`src/rtl/olid_pkg.sv`:
```
// ============================================================================
// olid_pkg
// Shared types and codes of the ordered list block: request codes, status
// codes and the result record passed from the engine to the output stage.
// ============================================================================
`default_nettype none

package olid_pkg;

  localparam logic [1:0] REQ_INSERT = 2'd0;
  localparam logic [1:0] REQ_DELETE = 2'd1;
  localparam logic [1:0] REQ_READ   = 2'd2;

  localparam logic [1:0] ST_OK       = 2'd0;
  localparam logic [1:0] ST_FULL     = 2'd1;
  localparam logic [1:0] ST_NOTFOUND = 2'd2;
  localparam logic [1:0] ST_EMPTY    = 2'd3;

  typedef struct packed {
    logic signed [31:0] value_res;
    logic [1:0]         status;
    logic               last;
  } res_t;

endpackage

`default_nettype wire

```
`src/rtl/olid_req_if.sv`:
```
// ============================================================================
// olid_req_if
// Request channel: valid/ready handshake with the request type and value.
// ============================================================================
`default_nettype none

interface olid_req_if;
  logic               valid;
  logic               ready;
  logic [1:0]         req_type;
  logic signed [31:0] value;

  modport source (output valid, output req_type, output value, input ready);
  modport sink (input valid, input req_type, input value, output ready);
endinterface

`default_nettype wire

```
`src/rtl/olid_res_if.sv`:
```
// ============================================================================
// olid_res_if
// Result channel: valid/ready handshake with value, status and last flag.
// ============================================================================
`default_nettype none

interface olid_res_if;
  logic               valid;
  logic               ready;
  logic signed [31:0] value_res;
  logic [1:0]         status;
  logic               last;

  modport source (output valid, output value_res, output status, output last,
                  input ready);
  modport sink (input valid, input value_res, input status, input last,
                output ready);
endinterface

`default_nettype wire

```
`src/rtl/olid_ram.sv`:
```
// ============================================================================
// olid_ram
// Generic simple dual-port RAM: one write port, one read port, registered
// read data.
// ============================================================================
`default_nettype none

module olid_ram #(
  parameter int WIDTH = 32,
  parameter int DEPTH = 16,
  localparam int AW = (DEPTH > 1) ? $clog2(DEPTH) : 1
) (
  input  wire logic             clk,
  input  wire logic             we,
  input  wire logic [AW-1:0]    waddr,
  input  wire logic [WIDTH-1:0] wdata,
  input  wire logic [AW-1:0]    raddr,
  output logic      [WIDTH-1:0] rdata
);

  logic [WIDTH-1:0] mem [DEPTH];

  always_ff @(posedge clk) begin
    if (we) begin
      mem[waddr] <= wdata;
    end
    rdata <= mem[raddr];
  end

endmodule

`default_nettype wire

```
`src/rtl/olid_engine.sv`:
```
// ============================================================================
// olid_engine
// List sequencer: owns the entry memory and the count, walks the memory for
// search, compaction and read-out, and hands results to the output stage.
// ============================================================================
`default_nettype none

module olid_engine
  import olid_pkg::*;
#(
  parameter int DEPTH = 16,
  localparam int AW = (DEPTH > 1) ? $clog2(DEPTH) : 1,
  localparam int CW = $clog2(DEPTH + 1)
) (
  input  wire logic               clk,
  input  wire logic               rst,
  input  wire logic               req_valid,
  output logic                    req_ready,
  input  wire logic [1:0]         req_type,
  input  wire logic signed [31:0] value,
  output logic                    res_valid,
  input  wire logic               res_ready,
  output res_t                    res
);

  localparam logic [2:0] S_IDLE   = 3'd0;
  localparam logic [2:0] S_SEARCH = 3'd1;
  localparam logic [2:0] S_SHIFT  = 3'd2;
  localparam logic [2:0] S_READ   = 3'd3;
  localparam logic [2:0] S_RESP   = 3'd4;

  logic [2:0]         state, state_next;
  logic [CW-1:0]      count, count_next;
  logic [CW-1:0]      idx, idx_next;
  logic [1:0]         pend, pend_next;
  logic signed [31:0] val, val_next;

  logic [CW-1:0] idx_inc;
  logic [CW-1:0] idx_dec;
  logic          more;

  logic          we;
  logic [AW-1:0] waddr;
  logic [31:0]   wdata;
  logic [AW-1:0] raddr;
  logic [31:0]   rdata;

  olid_ram #(.WIDTH(32), .DEPTH(DEPTH)) u_ram (
    .clk   (clk),
    .we    (we),
    .waddr (waddr),
    .wdata (wdata),
    .raddr (raddr),
    .rdata (rdata)
  );

  assign idx_inc = idx + 1'b1;
  assign idx_dec = idx - 1'b1;
  // The walk continues while the entry after the current one is in use.
  assign more    = (idx_inc < count);

  always_comb begin
    state_next = state;
    count_next = count;
    idx_next   = idx;
    pend_next  = pend;
    val_next   = val;
    we         = 1'b0;
    waddr      = count[AW-1:0];
    wdata      = value;
    raddr      = idx[AW-1:0];
    req_ready  = (state == S_IDLE);
    res_valid  = 1'b0;
    res        = '{value_res: '0, status: pend, last: 1'b1};

    case (state)
      S_IDLE: begin
        if (req_valid) begin
          val_next = value;
          case (req_type)
            REQ_INSERT: begin
              if (count >= CW'(DEPTH)) begin
                pend_next = ST_FULL;
              end else begin
                we         = 1'b1;
                count_next = count + 1'b1;
                pend_next  = ST_OK;
              end
              state_next = S_RESP;
            end
            REQ_DELETE: begin
              if (count == '0) begin
                pend_next  = ST_NOTFOUND;
                state_next = S_RESP;
              end else begin
                idx_next   = '0;
                raddr      = '0;
                state_next = S_SEARCH;
              end
            end
            REQ_READ: begin
              if (count == '0) begin
                pend_next  = ST_EMPTY;
                state_next = S_RESP;
              end else begin
                idx_next   = '0;
                raddr      = '0;
                state_next = S_READ;
              end
            end
            default: ;
          endcase
        end
      end

      S_SEARCH: begin
        if (rdata == $unsigned(val)) begin
          if (more) begin
            raddr      = idx_inc[AW-1:0];
            idx_next   = idx_inc;
            state_next = S_SHIFT;
          end else begin
            count_next = count - 1'b1;
            pend_next  = ST_OK;
            state_next = S_RESP;
          end
        end else if (more) begin
          raddr    = idx_inc[AW-1:0];
          idx_next = idx_inc;
        end else begin
          pend_next  = ST_NOTFOUND;
          state_next = S_RESP;
        end
      end

      S_SHIFT: begin
        // Move the entry just read one place toward the head.
        we    = 1'b1;
        waddr = idx_dec[AW-1:0];
        wdata = rdata;
        if (more) begin
          raddr    = idx_inc[AW-1:0];
          idx_next = idx_inc;
        end else begin
          count_next = count - 1'b1;
          pend_next  = ST_OK;
          state_next = S_RESP;
        end
      end

      S_READ: begin
        res_valid = 1'b1;
        res       = '{value_res: $signed(rdata), status: ST_OK, last: !more};
        if (res_ready) begin
          if (more) begin
            raddr    = idx_inc[AW-1:0];
            idx_next = idx_inc;
          end else begin
            state_next = S_IDLE;
          end
        end
      end

      S_RESP: begin
        res_valid = 1'b1;
        if (res_ready) begin
          state_next = S_IDLE;
        end
      end

      default: begin
        state_next = S_IDLE;
      end
    endcase
  end

  always_ff @(posedge clk) begin
    if (rst) begin
      state <= S_IDLE;
      count <= '0;
    end else begin
      state <= state_next;
      count <= count_next;
    end
    idx  <= idx_next;
    pend <= pend_next;
    val  <= val_next;
  end

endmodule

`default_nettype wire

```
`src/rtl/ordered_list_insert_delete.sv`:
```
// ============================================================================
// ordered_list_insert_delete
// Ordered list of up to DEPTH signed 32-bit values kept in insertion order,
// with insert at tail, delete of the first match and full read-out.
// ============================================================================
//
// Channel  Role  Carries                      Per request
// -------  ----  ---------------------------  ------------------------------
// req      sink  req_type, value              one insert, delete or read-out
// rsp      src   value_res, status, last      one result, or one per entry for read
//
// An insert passes from acceptance through the response state to its result
// in the output register. A delete reads the entry memory once per cycle,
// first searching and then moving every later entry one place down, all
// through the single read port of that memory. A read-out streams one entry
// per cycle while rsp does not stall, once the first entry has been read.
// Reset clears only the state, the entry count and the output valid flag;
// the memory needs no clearing pass. A stall on rsp holds the read-out
// walk in place, and the next request is taken only after the last result
// of the previous one has been handed to the output register.
//
`default_nettype none

module ordered_list_insert_delete
  import olid_pkg::*;
#(
  parameter int DEPTH = 16
) (
  input wire logic  clk,
  input wire logic  rst,
  olid_req_if.sink  req,
  olid_res_if.source rsp
);

  logic eng_res_valid;
  logic eng_res_ready;
  res_t eng_res;

  // The engine walks the list memory and produces one result at a time.
  olid_engine #(.DEPTH(DEPTH)) u_engine (
    .clk       (clk),
    .rst       (rst),
    .req_valid (req.valid),
    .req_ready (req.ready),
    .req_type  (req.req_type),
    .value     (req.value),
    .res_valid (eng_res_valid),
    .res_ready (eng_res_ready),
    .res       (eng_res)
  );

  // Output register: separates the engine from the consumer, so a read-out
  // can keep streaming at one result per cycle while the consumer takes it.
  logic out_valid;
  res_t out_res;

  assign eng_res_ready = !out_valid || rsp.ready;

  always_ff @(posedge clk) begin
    if (rst) begin
      out_valid <= 1'b0;
    end else if (eng_res_valid && eng_res_ready) begin
      out_valid <= 1'b1;
    end else if (rsp.ready) begin
      out_valid <= 1'b0;
    end
    if (eng_res_valid && eng_res_ready) begin
      out_res <= eng_res;
    end
  end

  assign rsp.valid     = out_valid;
  assign rsp.value_res = out_res.value_res;
  assign rsp.status    = out_res.status;
  assign rsp.last      = out_res.last;

endmodule

`default_nettype wire

```
`src/flat_wrapper.sv`:
```
// flat-port wrapper written by rule: the top's interface ports become plain ports
module ordered_list_insert_delete_flat import olid_pkg::*;
#(
  parameter int DEPTH = 16
)
  (clk, rst, req_valid, req_req_type, req_value, req_ready, rsp_valid, rsp_value_res, rsp_status, rsp_last, rsp_ready);
  olid_req_if req_i ();
  olid_res_if rsp_i ();
  input wire logic clk;
  input wire logic rst;
  input wire logic [$bits(req_i.valid)-1:0] req_valid;
  input wire logic [$bits(req_i.req_type)-1:0] req_req_type;
  input wire logic [$bits(req_i.value)-1:0] req_value;
  output wire logic [$bits(req_i.ready)-1:0] req_ready;
  output wire logic [$bits(rsp_i.valid)-1:0] rsp_valid;
  output wire logic [$bits(rsp_i.value_res)-1:0] rsp_value_res;
  output wire logic [$bits(rsp_i.status)-1:0] rsp_status;
  output wire logic [$bits(rsp_i.last)-1:0] rsp_last;
  input wire logic [$bits(rsp_i.ready)-1:0] rsp_ready;
  assign req_i.valid = req_valid;
  assign req_i.req_type = req_req_type;
  assign req_i.value = req_value;
  assign req_ready = req_i.ready;
  assign rsp_valid = rsp_i.valid;
  assign rsp_value_res = rsp_i.value_res;
  assign rsp_status = rsp_i.status;
  assign rsp_last = rsp_i.last;
  assign rsp_i.ready = rsp_ready;
  ordered_list_insert_delete #(.DEPTH(DEPTH)) u_core (.clk(clk), .rst(rst), .req(req_i), .rsp(rsp_i));
endmodule
```
`config.mk`:
```
export PLATFORM = sky130hd
export DESIGN_NAME = ordered_list_insert_delete_flat
export DESIGN_NICKNAME = d
export VERILOG_FILES = /design/src/rtl/olid_pkg.sv /design/src/rtl/olid_req_if.sv /design/src/rtl/olid_res_if.sv /design/src/rtl/olid_ram.sv /design/src/rtl/olid_engine.sv /design/src/rtl/ordered_list_insert_delete.sv /design/src/flat_wrapper.sv
export SDC_FILE = /design/constraint.sdc
export NUM_CORES = 1
export LEC_CHECK = 0
export BUFFER_PORTS_ARGS = -buffer_cell sky130_fd_sc_hd__buf_2
export CAP_MARGIN = 20
export CORE_ASPECT_RATIO = 0.9
export CORE_MARGIN = 2
export CORE_UTILIZATION = 37
export DETAILED_ROUTE_END_ITERATION = 7
export PLACE_DENSITY_LB_ADDON = 0.3
export REMOVE_ABC_BUFFERS = 1
export SLEW_MARGIN = 20
export SYNTH_ARGS = -nofsm -noshare
export SYNTH_HDL_FRONTEND = slang
export SYNTH_SLANG_ARGS = --single-unit
```
`constraint.sdc`:
```
create_clock -name clk -period 4.5 [get_ports clk]
set_clock_uncertainty 0.05 [all_clocks]
set_input_delay 0.45 -clock clk [delete_from_list [all_inputs] [get_ports clk]]
set_output_delay 0.45 -clock clk [all_outputs]
set_load 0.05 [all_outputs]
```
Word-level counts from Yosys, hierarchy flattened
Memories as Yosys holds them, arrays and structs flattened. A register that Yosys moved wholly into a read port is not among the register bits.
Index checks and enable logic that the tools add are counted.
{"block": "op_classes", "n_eq_ne": 20, "reduce_logical": 18, "n_mux": 49, "magnitude_cmp": 2, "add_sub_neg": 4}
{"operator": "5-bit 2-to-1 mux", "count": 10}
{"operator": "32-bit == test", "count": 1}
{"operator": "32-bit 2-to-1 mux", "count": 1}
{"operator": "5-bit one-hot mux with 3 select lines", "count": 2}
{"operator": "3-bit 2-to-1 mux", "count": 9}
{"operator": "4-bit 2-to-1 mux", "count": 6}
{"operator": "3-bit one-hot mux with 5 select lines", "count": 1}
{"operator": "5-bit AND reduction", "count": 3}
{"operator": "2-bit 2-to-1 mux", "count": 6}
{"operator": "2-bit != test, second input constant", "count": 6}
{"operator": "2-bit one-hot mux with 3 select lines", "count": 2}
{"operator": "4-bit one-hot mux with 3 select lines", "count": 1}
{"operator": "5-bit by 1-bit adder with 5-bit output, second input constant", "count": 2}
{"operator": "1-bit 2-to-1 mux", "count": 9}
{"operator": "3-bit != test, second input constant", "count": 3}
{"operator": "3-bit one-hot mux with 3 select lines", "count": 1}
{"operator": "3-bit by 2-bit == test with 1-bit output, second input constant", "count": 2}
{"operator": "2-bit by 1-bit != test with 1-bit output, second input constant", "count": 3}
{"operator": "6-bit AND reduction", "count": 1}
{"operator": "3-bit nonzero test", "count": 2}
{"operator": "2-bit OR reduction", "count": 3}
{"operator": "5-bit >= comparator, second input constant", "count": 1}
{"operator": "5-bit logical NOT", "count": 1}
{"operator": "5-bit < comparator", "count": 1}
{"operator": "other kinds (15)", "count": 16}
{"block": "word_totals", "ram_bits": 512, "out_inout_bits": 37, "input_bits": 38, "regBits": 83, "mem_count": 1, "wordCells": 103}
{"name": "u_core.u_engine.u_ram.mem", "depth": 16, "width": 32, "rd": 1, "rd_ports_with_merged_regs": 1, "write_ports": 1, "line": "olid_ram.sv:21", "source": "logic [WIDTH-1:0] mem [DEPTH];"}

Depth between registers and ports, before layout
Gate-level depths: netlist of the first run.
{"block": "logic_depth", "word_depth": 7, "mapped_depth": 16}

By module
Synthesis of the first run repeated with hierarchy kept, for this count alone.
{"block": "unflattened", "cells_unflattened": 1201, "hier_area_um2": 24280.8}
{"mod": "olid_ram", "seq_area_each_um2": 16015.4, "area_per_inst_um2": 19835.3, "cells_per_inst": 838, "n_inst": 1}
{"mod": "olid_engine", "seq_area_each_um2": 1331.3, "area_per_inst_um2": 3339.5, "cells_per_inst": 323, "n_inst": 1}
{"mod": "ordered_list_insert_delete", "seq_area_each_um2": 1071.0, "area_per_inst_um2": 1106.1, "cells_per_inst": 40, "n_inst": 1}

Worst setup path before layout of the first run
No wires, ideal clock.
{"block": "synth_timing", "path_kind": "reg2reg", "from": "register u_core.u_engine.state[0]", "to": "memory u_core.u_engine.u_ram.mem[2][0], enable pin", "setup_slack_ns": -0.575, "arrival_ns": 4.604, "t_required_ns": 4.029, "setup_time_ns": 0.421, "synth_period_minus_slack_ns": 5.075, "stages_incl_launch_ff": 7, "path_cell_list": "dfxtp_1 buf_2 nor3_1 and2_1 nand3_1 o32a_1 nor2_1"}
{"block": "synth_via", "elab_chain_len": 4, "word_cells_on_any_way": 6}
{"element": "start: declaration", "line": "olid_engine.sv:32", "source": "logic [2:0] state, state_next;"}
{"element": "start signal: assignment", "line": "olid_engine.sv:182", "source": "state <= state_next;"}
{"element": "3-bit logical NOT"}
{"element": "via req_ready", "line": "flat_wrapper.sv:14", "source": "output wire logic [$bits(req_i.ready)-1:0] req_ready;"}
{"element": "1-bit one-hot mux with 2 select lines", "line": "olid_engine.sv:76", "source": "case (state)"}
{"element": "1-bit 2-to-1 mux", "line": "olid_ram.sv:24", "source": "if (we) begin"}
{"element": "1-bit 2-to-1 mux (implied by the code)", "line": "olid_ram.sv:25", "source": "mem[waddr] <= wdata;"}
{"element": "end: declaration", "line": "olid_ram.sv:21"}
The timed path passes the listed nets, and every way through them passes these cells.

Worst setup path in the final report of the first run
{"block": "layout_timing", "from": "register u_core.u_engine.idx[0]", "to": "register u_core.u_engine.u_ram.rdata[26], read port of u_core.u_engine.u_ram.mem"}
{"block": "layout_via", "elab_chain_len": 5, "word_cells_on_any_way": 8}
{"element": "start: declaration", "line": "olid_engine.sv:34", "source": "logic [CW-1:0] idx, idx_next;"}
{"element": "start signal: assignment", "line": "olid_engine.sv:185", "source": "idx <= idx_next;"}
{"element": "5-bit by 1-bit adder with 5-bit output", "line": "olid_engine.sv:57", "source": "assign idx_inc = idx + 1'b1;"}
{"element": "5-bit < comparator", "line": "olid_engine.sv:60", "source": "assign more = (idx_inc < count);"}
{"element": "4-bit 2-to-1 mux"}
{"element": "4-bit 2-to-1 mux", "line": "olid_engine.sv:154", "source": "if (res_ready) begin"}
{"element": "4-bit one-hot mux with 3 select lines *", "line": "olid_engine.sv:76"}
{"element": "end: declaration", "line": "olid_ram.sv:18", "source": "output logic [WIDTH-1:0] rdata"}
Every way passes the cells marked *; elsewhere a longest branch is shown, timed or not.
A chain may end at the register's enable or synchronous reset.

==> summary.txt, run 1 <==
Num CTS Buffers: 59
Final ANT Viol Nets: 0
Hold Vio Cnt, Final: 0
Worst Reg2Reg Path Length in Cells: 12
status: complete, but fails checks
fraction of layout cells with a size suffix above 1: 0.166
first-pass GRT wire length: 97100 um
detailed-route wire length per cell: 23.7 um
fin util: 0.435
GRT Util Overall: 0.188
WP data required: 4.99 ns
Area after DPL: 0.0267 sq mm
Worst Path Class, Setup: reg2reg
Syn-to-layout area delta: 16.6%
max_slew headroom: 0.266
hold path depth: 1
crit end category: flop
Post-CTS Resized: 0
vias in the first global route: 14700
Die ar.: 0.0694 sq mm
Most used DFF post-synth: edfxtp_1
Slew @ Worst Pin: 1.10 ns
clock sinks: 627
DRC viols: 3
Die W: 277 um
Max Slew Vio Count: 0
final RePlAce weighted congestion: 0.825
CTS tree: done
sequential fraction of the synthesis area: 0.740
PortBufs: 74
Via density: 5.43
Min-Delay Path Class: in2reg
RSZ-0062 raised after global routing: no
Peak Freq: 239 MHz
Pleak: 9.91 nW
post-synthesis register bit count: 627
Nets: 1875
most common cell after layout, fill and taps aside: edfxtp_1
instance count of the mapped netlist: 1709
Initial DRC Count: 1560
row count: 90
placed cell count: 2607
drt pass-1 iters: 8
initial antenna violation count: 1
synthesized area per cell: 14.6 sq um
H-tree depth: 2
fin crit period: 4.18 ns
FILL cells: 5978
endpoints failing setup: 0
fin cells: 2749
total of max-cap violations: 0
largest net degree at the start of global routing: 100
total core area: 0.0668 sq mm
synthesized area: 0.0249 sq mm
asr flop ratio synth: 0
root buffer cell: clkbuf_16
Critical Path Start Type: flop
Final period util: 0.928
Pwr Density: 431 mW/mm^2
post-CTS setup buffer count: 0
Die H: 250 um
drt total wl: 65200 um
synth unique cells: 54
Worst VDD drop: 318 uV
Yosys warnings: 0
final instance area: 0.0290 sq mm
later-pin clock latency in the skew report: 0.65 ns
starting density of the core: 0.373
Post-CTS Hold Buffers: 29
critical path fanouts, max: 17
critical path data arrival time: 4.66 ns
grt total ovfl: 0
IO Pins: 75
Setup TNS: 0 ns
failing checks: DRC
clock slew at reported path FFs: 0.06 ns
vias: 14900
dpl hpwl: 35500 um
commonest non-fill, non-tap cells in the layout: 586 x edfxtp_1, 341 x nand2_1, 199 x nand3_1, 74 x buf_2, 59 x clkbuf_16
hold slack: 0.0328 ns
CTS Buffer Depth: 3
EDFF count, synth: 586
sequential cells by signal, summed over array words and instances (netlist names):
signal                       flops
u_core.rsp.status                2
u_core.rsp.value_res            32
u_core.u_engine.pend             2
u_core.u_engine.state            3
u_core.u_engine.u_ram.mem      512
u_core.rsp.last                  1
u_core.u_engine.u_ram.rdata     32
u_core.u_engine.val             32
u_core.u_engine.idx              5
u_core.u_engine.count            5
u_core.rsp.valid                 1
synth_stat cells, types with 2 or more instances:
master / n / area, sq um
o21ai_0: 11 / 55.1
xnor2_1: 5 / 43.8
nand2b_1: 5 / 31.3
buf_1: 9 / 33.8
buf_2: 9 / 45.0
nand3_1: 199 / 996
nor3_1: 4 / 20.0
nor2b_1: 5 / 31.3
nor4_1: 9 / 56.3
and3_1: 34 / 213
or3_1: 3 / 18.8
a211o_1: 3 / 26.3
nand2_1: 342 / 1280
o22ai_1: 2 / 12.5
xor2_1: 38 / 333
a31oi_1: 5 / 31.3
and2_1: 37 / 231
dfxtp_1: 41 / 821
or2_2: 3 / 18.8
nand4_1: 2 / 12.5
clkbuf_1: 79 / 297
a311o_1: 31 / 310
a211oi_1: 32 / 240
o21a_1: 3 / 22.5
a21o_1: 5 / 37.5
mux2_2: 32 / 360
mux4_2: 32 / 721
buf_6: 4 / 45.0
inv_1: 10 / 37.5
nor2_1: 41 / 154
mux2i_1: 3 / 30.0
ha_1: 12 / 150
a32oi_1: 32 / 280
edfxtp_1: 586 / 17600
a21oi_1: 22 / 110
layer usage:
layer  up-vias  GRT usage  share of wire
li1       6672          -              -
met4         0     0.0481          0.021
met2       549      0.297           0.46
met3        98     0.0325          0.077
met1      7605      0.269           0.44
met5         -          0              0
final timing paths:
kind / startpoint / endpoint / slack [ns]
worst max-delay path: u_core.u_engine.idx[0] / u_core.u_engine.u_ram.rdata[26] / 0.32
worst min-delay path: req_value[12] / u_core.u_engine.val[12] / 0.03
worst min register to register: u_core.rsp.valid / u_core.rsp.valid / 0.49
worst max register to register: u_core.u_engine.idx[0] / u_core.u_engine.u_ram.rdata[26] / 0.32
stage by stage:
| stage | power, mW | setup slack (ns) |
|---|---|---|
| after floorplan | 7.20 | -4.34 |
| after global placement | 7.54 | 0.480 |
| after detailed placement | 7.55 | 0.357 |
| after CTS | 12.6 | 0.380 |
| after global routing | 12.9 | 0.0543 |
| final | 12.5 | 0.322 |
final cells by class:
cell class              count  area, sq um  area share
well taps                 874         1090      0.0377
clock buffers              93         1720      0.0594
multi-input cells         970         6210       0.214
flip-flops and latches    627        18400       0.634
clock inverters            18          265     0.00913
diodes                      1         2.50   0.0000862
repair buffers            156         1290      0.0443
inverters                  10         37.5     0.00129
cell families (layout without fill, tap and decap cells):
| logic type | Yosys count | in the layout | share of synthesized area |
|---|---|---|---|
| multiplexers | 67 | 67 | 0.0446 |
| AND/OR/NAND/NOR | 689 | 689 | 0.126 |
| adder cells (fa/ha/maj) | 13 | 13 | 0.00683 |
| AO/OA/AOI/OAI | 158 | 158 | 0.0496 |
| XOR/XNOR | 43 | 43 | 0.0151 |
| buffers and inverters | 112 | 277 | 0.0187 |
| other | 0 | 1 | 0 |
| flip-flops | 627 | 627 | 0.740 |
power breakdown:
| part | leakage [nW] | total (mW) | internal (mW) | switching, mW |
|---|---|---|---|---|
| sequential | 5.67 | 6.57 | 6.49 | 0.0820 |
| combinational | 3.27 | 0.873 | 0.274 | 0.599 |
| clock | 0.969 | 5.08 | 2.92 | 2.16 |
worst max-delay path: stages, from the launching register on:
cell	delay, ns
edfxtp_1	0.55
inv_1	0.23
ha_1	0.44
ha_1	0.22
a21o_1	0.15
a31oi_1	0.27
o21a_1	0.45
o22a_4	0.21
and2_4	0.36
buf_4	0.35
mux4_2	0.54
a32oi_1	0.17
nand3_1	0.09
(Power assumes the default switching activity.)
==> run 2, diff against run 1 <==
Settings changed: ABC_AREA set to 1.
==> run 2 against run 1 <==
Effect of this change:
- the flow now finishes without violations
- clock-buffer cell count up 5
- sequential cell count unchanged
- cell count up 35%
- maximum frequency up 15%
- via count up 26%
- synthesized cell count up 51%
- power up 31%
- cell area up 9.7%
- critical endpoint is now u_core.u_engine.u_ram.rdata[6]
- largest power group unchanged
==> summary.txt, run 2 <==
root buffer cell: clkbuf_16
commonest non-fill, non-tap cells in the layout: 595 x nand3_1, 586 x edfxtp_1, 488 x nand2_1, 431 x inv_1, 95 x nand3b_1
DRC viols: 0 (-3)
area taken by multi-input logic gates: 0.00690 sq mm (+11%)
vias: 18800 (+26%)
critical path fanouts, max: 155 (+138)
vias in the first global route: 18300 (+24%)
placed cell count: 3547 (+36%)
EDFF count, synth: 586 (unchanged)
Peak Freq: 276 MHz (+15%)
grt total ovfl: 0 (unchanged)
instance count of the mapped netlist: 2584 (+51%)
most frequent cell after synthesis: nand3_1
PortBufs: 74 (unchanged)
fraction of layout cells with a size suffix above 1: 0.102 (-0.0648)
Die W: 291 um (+4.9%)
Critical Path Start Type: flop
sequential fraction of the synthesis area: 0.671 (-0.0688)
Die ar.: 0.0764 sq mm (+10%)
fin cells: 3705 (+35%)
crit end category: flop
first-pass GRT wire length: 112000 um (+15%)
synthesized area per cell: 10.6 sq um (-27%)
CTS tree: done
later-pin clock latency in the skew report: 0.63 ns (-0.02 ns)
endpoints failing setup: 0 (unchanged)
WP data required: 4.95 ns (-0.04 ns)
fin util: 0.435 (about the same)
FILL cells: 6768 (+13%)
starting density of the core: 0.375 (+0.00180)
Worst Path Class, Setup: reg2reg
GRT Util Overall: 0.192 (+0.00404)
Top reg by flops: u_core.u_engine.u_ram.mem
clock slew at reported path FFs: 0.06 ns (about the same)
critical path data arrival time: 4.07 ns (-0.59 ns)
Slew @ Worst Pin: 1.05 ns (-0.0416 ns)
Max Slew Vio Count: 0 (unchanged)
largest net degree at the start of global routing: 156 (+56%)
Pleak: 13.0 nW (+31%)
max_slew headroom: 0.292 (+0.0265)
clock sinks: 627 (unchanged)
max FFs per register: 512 (unchanged)
row count: 94 (+4.4%)
IO Pins: 75 (unchanged)
fin crit period: 3.62 ns (-0.556 ns)
post-synthesis register bit count: 627 (unchanged)
top-area cell type share of the netlist area: 0.641 (-0.0657)
Pwr Density: 513 mW/mm^2 (+19%)
synth unique cells: 29 (-46%)
total of max-cap violations: 0 (unchanged)
Hold Vio Cnt, Final: 0 (unchanged)
Worst VDD drop: 292 uV (-8.2%)
Via density: 5.07 (-6.6%)
Num CTS Buffers: 69 (+17%)
final RePlAce weighted congestion: 0.799 (-3.1%)
H-tree depth: 3 (+1)
Most used DFF post-synth: edfxtp_1
status: completed
Die H: 262 um (+4.9%)
CTS Buffer Depth: 3 (unchanged)
most common cell after layout, fill and taps aside: nand3_1
Initial DRC Count: 1944 (+25%)
Overall Power: 16.3 mW (+31%)
Setup TNS: 0 ns (unchanged)
drt total wl: 74100 um (+14%)
Yosys warnings: 0 (unchanged)
top cells by area, synth: edfxtp_1 64%, nand3_1 11%, nand2_1 6.7%, inv_1 5.9%, dfxtp_1 3.0%
Seq. cell area: 0.0184 sq mm (unchanged)
drt pass-1 iters: 6 (-2)
synthesized area: 0.0275 sq mm (+10%)
initial antenna violation count: 2 (+1)
commonest cells in the netlist: 595 x nand3_1, 586 x edfxtp_1, 489 x nand2_1
Syn-to-layout area delta: 16.0%
largest area contributor in the netlist: edfxtp_1
asr flop ratio synth: 0 (unchanged)
Min-Delay Path Class: in2reg
dpl hpwl: 38900 um (+9.6%)
detailed-route wire length per cell: 20.0 um (-16%)
post-CTS setup buffer count: 0 (unchanged)
total core area: 0.0733 sq mm (+9.7%)
Final ANT Viol Nets: 0 (unchanged)
RSZ-0062 raised after global routing: no
Nets: 2738 (+46%)
Final period util: 0.805 (-0.124)
[run 2: final cells by class]
type,instances,share of cell area
diodes,1,0.0000785
clock buffers,98,0.0620
flip-flops and latches,627,0.578
repair buffers,174,0.0449
multi-input cells,1379,0.217
well taps,960,0.0377
inverters,436,0.0515
clock inverters,30,0.00903
[run 2: critical path, stage by stage (launching register included)]
cell      delay [ns]
edfxtp_1        0.57
ha_1            0.26
nand3_1         0.10
xnor2_1         0.22
ha_1            0.29
a21oi_1         0.27
nand4_1         0.25
nand3_4         0.21
buf_12          0.51
nand3_1         0.17
nand3_1         0.14
nand3_1         0.10
nand3_1         0.13
nand2_1         0.09
[run 2: repair_timing]
| action | 4_1_cts | 5_1_grt |
|---|---|---|
| gates resized for setup | 0 | 0 |
| hold buffers | 27 | 2 |
| hold endpoints to repair | 28 | 2 |
[run 2: per-layer routing]
metal | wire length [um] | vias up | track usage
li1 | - | 8853 | -
met1 | 32500 | 9124 | 0.261
met2 | 34700 | 677 | 0.315
met3 | 4870 | 136 | 0.0286
met4 | 2020 | 0 | 0.0633
met5 | 0 | - | 0
[run 2: path summary, 6_finish.rpt]
| path | endpoint | startpoint | slack (ns) | cells after the start |
|---|---|---|---|---|
| worst min register to register | u_core.u_engine.count[3] | u_core.u_engine.count[3] | 0.51 | 2 |
| worst max register to register | u_core.u_engine.u_ram.rdata[6] | u_core.u_engine.idx[0] | 0.88 | 13 |
| worst min-delay path | u_core.u_engine.val[1] | req_value[1] | 0.03 | 1 |
| worst max-delay path | u_core.u_engine.u_ram.rdata[6] | u_core.u_engine.idx[0] | 0.88 | 13 |
[run 2: power by group]
part	internal [mW]	switching, mW	leakage, nW	total, mW
clock network	3.26	2.34	1.10	5.61
registers	6.74	0.188	5.66	6.93
logic	1.11	2.69	6.26	3.81
[run 2: cells by family (layout without fill, tap and decap cells)]
| family | Yosys count | after routing | share of synthesized area |
|---|---|---|---|
| AND/OR/NAND/NOR | 1270 | 1270 | 0.215 |
| flip-flops | 627 | 627 | 0.671 |
| buffers and inverters | 578 | 738 | 0.0852 |
| AO/OA/AOI/OAI | 65 | 65 | 0.0128 |
| XOR/XNOR | 31 | 31 | 0.00989 |
| adder cells (fa/ha/maj) | 13 | 13 | 0.00620 |
| other | 0 | 1 | 0 |
[run 2: per-stage QoR]
step / instance area, sq um / hold slack, ns / setup slack (ns)
global route: 31900 / 0.00315 / 0.643
finish: 31900 / 0.0253 / 0.878
detailed placement: 29300 / 0.498 / 0.939
CTS: 31800 / 0.000647 / 0.929
floorplan: 26800 / 0.433 / -3.99
global placement: 29300 / 0.481 / 1.08
